===== config.mk =====
export PLATFORM = sky130hd
export DESIGN_NAME = dsh_rng
export DESIGN_NICKNAME = d
export VERILOG_FILES = /design/src/hw/rtl/dsh_pkg.sv /design/src/hw/rtl/dsh_rng.sv
export SDC_FILE = /design/constraint.sdc
export NUM_CORES = 1
export LEC_CHECK = 0
export CORE_AREA = 2 2 64 66
export DETAILED_ROUTE_END_ITERATION = 7
export DIE_AREA = 0 0 66 68
export DONT_BUFFER_PORTS = 1
export PLACE_DENSITY = 0.78
export SYNTH_ARGS = -nofsm -noshare
export SYNTH_HDL_FRONTEND = slang
export SYNTH_SLANG_ARGS = --single-unit
export TNS_END_PERCENT = 1

===== constraint.sdc =====
create_clock -name clk -period 1.9 [get_ports clk]
set_input_delay 0.19 -clock clk [delete_from_list [all_inputs] [get_ports clk]]
set_output_delay 0.19 -clock clk [all_outputs]
set_load 0.05 [all_outputs]

===== src/hw/rtl/dsh_pkg.sv =====
package dsh_pkg;

    localparam int GridW     = 256;
    localparam int GridH     = 256;
    localparam int ColW      = $clog2(GridW);
    localparam int RowW      = $clog2(GridH);
    localparam int AddrW     = ColW + RowW;
    localparam int CellW     = 24;
    localparam int SeedFuzz  = 16;
    localparam int AmpW      = 32;
    localparam logic [3:0] OctReset = 4'd4;
    localparam logic [3:0] OctMax   = 4'(ColW);

    typedef enum logic [0:0] {
        ACT_GEN  = 1'b0,
        ACT_READ = 1'b1
    } action_t;

    typedef enum logic [4:0] {
        ST_IDLE,
        ST_SEED,
        ST_SQ_R0,
        ST_SQ_R1,
        ST_SQ_R2,
        ST_SQ_R3,
        ST_SQ_W0,
        ST_SQ_W1,
        ST_DM_R0,
        ST_DM_R1,
        ST_DM_R2,
        ST_DM_R3,
        ST_DM_R4,
        ST_DM_R5,
        ST_DM_W0,
        ST_DM_W1,
        ST_DM_W2,
        ST_NEXT,
        ST_RD,
        ST_DONE
    } state_t;

    function automatic logic [31:0] xs32(input logic [31:0] x);
        logic [31:0] a;
        logic [31:0] b;
        a = x ^ (x << 13);
        b = a ^ (a >> 17);
        return b ^ (b << 5);
    endfunction

    function automatic logic [7:0] to_level(input logic signed [CellW-1:0] v);
        logic signed [CellW-1:0] q;
        logic signed [CellW-1:0] t;
        // truncate toward zero: bias negatives before the shift
        q = (v + (v[CellW-1] ? CellW'(511) : CellW'(0))) >>> 9;
        t = q + CellW'(128);
        if (t[CellW-1])
            return 8'd0;
        else if (t > CellW'(255))
            return 8'd255;
        else
            return t[7:0];
    endfunction

endpackage


===== src/hw/rtl/dsh_rng.sv =====
module dsh_rng import dsh_pkg::*; (
    input  logic        clk,
    input  logic        rst_n,
    input  logic        load,
    input  logic [31:0] seed,
    input  logic        adv,
    output logic [31:0] word
);
    logic [31:0] word_reg;
    logic [31:0] word_next;

    always_comb
    begin
        word_next = word_reg;
        if (load)
            word_next = (seed == 32'd0) ? 32'd1 : seed;
        else if (adv)
            word_next = xs32(word_reg);
    end

    always_ff @(posedge clk or negedge rst_n)
    begin
        if (!rst_n)
            word_reg <= 32'd1;
        else
            word_reg <= word_next;
    end

    assign word = word_reg;

    a_nonzero: assert property (@(posedge clk) disable iff (!rst_n) word_reg != 32'd0)
        else $error("rng word reached zero");
endmodule

== Word level (Yosys, flattened, before mapping) ==
Index checks and enable logic that the tools add are counted.

* Word-level logic and storage cells: 9
* Input bits: 36
* Output and inout port bits: 32
* Bits in registers: 32

* Multiplexer cells: 3
* Bitwise gates (word level): 3
* Reduce and logical (&&, ||, !) cells: 2

{| class="wikitable"
|+ Operators with widths
! operator !! number
|-
| 32-bit two-way mux || 3
|-
| 32-bit XOR || 2
|-
| 32-bit logical NOT || 1
|-
| 32-bit by 15-bit XOR with 32-bit output || 1
|-
| 2-bit nonzero test || 1
|}

== Longest topological paths before layout ==
* Word-level depth: 5
* Gate-level depth with buffers: 6
* Mapped depth without buffers: 4

== Worst setup path before layout ==
No wires, ideal clock.

* Kind: register to register
* From: register word_reg[15] (netlist: word[15])
* To: register word_reg[11] (netlist: word[11])
* Setup slack: 0.048 ns
* Path buffers: 0
* Required time: 1.818 ns
* Period minus slack after synthesis: 1.852 ns
* Cell stages (with the launch flop): 5
* Arrival time: 1.770 ns
* Library setup time: 0.082 ns
* Cell sequence: dfrtp_1 xor2_1 xor3_1 or3_1 a31oi_1

* Word-level cells in the longest chain between the ends: 5

{| class="wikitable"
|+ Ends and longest elaborated chain
! what !! line !! source
|-
| start, declared || dsh_rng.sv:9 || <nowiki>logic [31:0] word_reg;</nowiki>
|-
| start signal, assigned || dsh_rng.sv:26 || <nowiki>word_reg <= word_next;</nowiki>
|-
| 32-bit XOR || dsh_pkg.sv:45 || <nowiki>a = x ^ (x << 13);</nowiki>
|-
| 32-bit by 15-bit XOR with 32-bit output || dsh_pkg.sv:46 || <nowiki>b = a ^ (a >> 17);</nowiki>
|-
| 32-bit XOR || dsh_pkg.sv:47 || <nowiki>return b ^ (b << 5);</nowiki>
|-
| 32-bit two-way mux || dsh_rng.sv:17 || <nowiki>else if (adv)</nowiki>
|-
| 32-bit two-way mux || dsh_rng.sv:15 || <nowiki>if (load)</nowiki>
|}

Every way passes these cells. The select of a mux whose other input is x is not followed.
A chain may end at the register's enable or synchronous reset.

== Final worst setup path ==
* From: register word_reg[7] (netlist: word[7])
* To: register word_reg[8] (netlist: word[8])

The elaborated chain is that of the path after synthesis.

==> results.sh <==
export IMPL_max_stage_delay_ps=480
export IMPL_yosysMostFrequentCell="xnor2_1"
export IMPL_vias=2034
export IMPL_cts_root_buf="clkbuf_8"
export IMPL_rrSetupSlack_ps=120
export IMPL_cts_tree="done"
export IMPL_synth_warnings=0
export IMPL_clockBufferDepth=2
export IMPL_worst_pin_slew_ps=725
export IMPL_wirelength_um=6730
export IMPL_place_congestion=0.839
export IMPL_ioPinCount=68
export IMPL_largest_reg_flops=32
export IMPL_hpwl_um=4880
export IMPL_worst_hold_slack_ps=8.21
export IMPL_yosys_top_cells_count="35 x xnor2_1, 31 x dfrtp_1, 19 x nor2_1"
export IMPL_setup_viol_count_final=0
export IMPL_avgViaCountPerCell=6.32
export IMPL_core_area_um2=3860
export IMPL_grt_overflow_total=0
export IMPL_slew_headroom=0.516
export IMPL_num_rows=23
export IMPL_clock_sinks=32
export IMPL_fmax_mhz=563
export IMPL_layout_min_cycle_time_ps=1780
export IMPL_place_area_um2=2640
export IMPL_antenna_found_initial=0
export IMPL_wl_per_cell_um=20.9
export IMPL_antenna_left=0
export IMPL_arrival_ps=1980
export IMPL_cp_top_family="XOR/XNOR gates"
export IMPL_end_kind="flip-flop"
export IMPL_grt_pass1_vias=2097
export IMPL_fin_skew_ps=6.82
export IMPL_async_flop_share=1.00
export IMPL_track_usage=0.332
export IMPL_ys_seq_elements=32
export IMPL_netlist_area_um2=2340
export IMPL_setup_tns_ps=0
export IMPL_drt_initial_drc_count=152
export IMPL_cts_htree_levels=2
export IMPL_n_antenna_cell=0
export IMPL_run_status="completed"
export IMPL_finalHoldViolCount=0
export IMPL_post_cts_buffers=0
export IMPL_final_area_um2=2770
export IMPL_portBuffers=0
export IMPL_fin_crit_sh=0.935
export IMPL_worst_ep_required_time_ps=2100
export IMPL_dr_pass1_iters=4
export IMPL_maxCapViolCount=0
export IMPL_synthCells=235
export IMPL_synth_edf_count=0
export IMPL_nets=307
export IMPL_area_growth_pct=18.3
export IMPL_clk_pin_slew_ps=70
export IMPL_cp_start_kind="flip-flop"
export IMPL_ys_types=28
export IMPL_clk_latency_ps=300
export IMPL_grt_max_degree=44
export IMPL_path_cells="xnor2_2 -> xnor3_1 -> or3_1 -> a31oi_1"
export IMPL_synth_seq_area_share=0.343
export IMPL_slew_violations=0
export IMPL_hp_class="in2reg"
export IMPL_die_w_um=66
export IMPL_critPathMaxFanout=6
export IMPL_drive_above_1_share=0.199
export IMPL_avgSynthCellArea_um2=9.96
export IMPL_syn_num_nets=271
export IMPL_crit_slowest_cell="dfrtp_1"
export IMPL_die_h_um=68
export IMPL_drc=0
export IMPL_rsz0062_at_grt="false"
export IMPL_critPathBufInv=0
export IMPL_cts_buffers=5
export IMPL_worstSetupPathType="reg2reg"
export IMPL_synth_flop_cell="dfrtp_1"
export IMPL_initial_core_util=0.607
export IMPL_synth_top_area_frac=0.332
export IMPL_grt_pass1_wl_um=10600
export IMPL_yosys_area_top_type="dfrtp_1"
export IMPL_die_area_um2=4490
export IMPL_synth_area_top_cells="dfrtp_1 33%, xnor2_1 13%, xnor3_1 11%"
==> layer usage <==
metal,GRT usage,part of all wire,wire (um)
met1,0.426,0.40,2670
met2,0.514,0.46,3120
met3,0.127,0.11,771
met4,0.128,0.025,171
met5,0,0,0
==> layout make-up <==
cell class | instances | area [um^2]
Fill cell | 298 | 1090
Clock inverter | 1 | 5.00
Clock buffer | 7 | 76.3
Timing Repair Buffer | 41 | 325
Multi-Input combinational cell | 184 | 1470
Sequential cell | 32 | 802
Tap cell | 50 | 62.6
Inverter | 7 | 26.3
==> metrics by stage <==
stage / setup slack (ps) / utilization / std cells
3_5_place_dp: 163 / 0.684 / 311
5_1_grt: 54.8 / 0.718 / 322
2_1_floorplan: 47.8 / - / 235
3_3_place_gp: 231 / 0.684 / 311
4_1_cts: 125 / 0.716 / 322
6_report: 124 / 0.718 / 322
==> kinds of logic after synthesis <==
| family | Yosys count | share of synthesized area |
|---|---|---|
| multiplexers | 3 | 0.0139 |
| AO/OA/AOI/OAI | 41 | 0.121 |
| XOR/XNOR | 58 | 0.304 |
| buffers and inverters | 19 | 0.0321 |
| AND/OR/NAND/NOR | 82 | 0.186 |
| flip-flops | 32 | 0.343 |
==> path summary, 6_finish.rpt <==
kind,startpoint,to,cells past startpoint
setup reg to reg,word[7]$_DFFE_PN0P_,word[8]$_DFFE_PN0P_,4
setup / recovery,word[7]$_DFFE_PN0P_,word[8]$_DFFE_PN0P_,4
max in group asynchronous,rst_n,word[0]$_DFFE_PN1P_,2
hold reg to reg,word[0]$_DFFE_PN1P_,word[0]$_DFFE_PN1P_,2
hold / removal,seed[1],word[1]$_DFFE_PN0P_,2
min in group asynchronous,rst_n,word[12]$_DFFE_PN0P_,2
==> placed cells by master (no fill, tap or decap) <==
cell and n:
buf_4 38, xnor2_1 34, dfrtp_1 31, nor2_1 19, nand2_1 17, o21ai_0 16
xnor3_1 11, or3_1 10, a31oi_1 10, a221o_1 9, nor4_1 8, nor2b_1 7
nor4b_1 7, nand4_1 7, xnor2_2 6, xor2_1 6, inv_1 6, a211o_1 5
nand3_1 5, clkbuf_8 5, mux2_2 2, and3_1 2, clkbuf_1 2, dlygate4sd3_1 2
mux2i_1 1, clkinv_1 1, xor3_1 1, a21boi_0 1, clkinv_2 1, buf_12 1
dfstp_2 1
==> timing repair <==
item,in CTS,in global routing
hold endpoints to repair,35,0
resized for setup,0,1
endpoints found under the setup margin,0,1
hold buffers,3,0
Power is left out: the tool's default activity adds up to more than one toggle a clock period on the data nets, which glitch-free logic cannot reach.
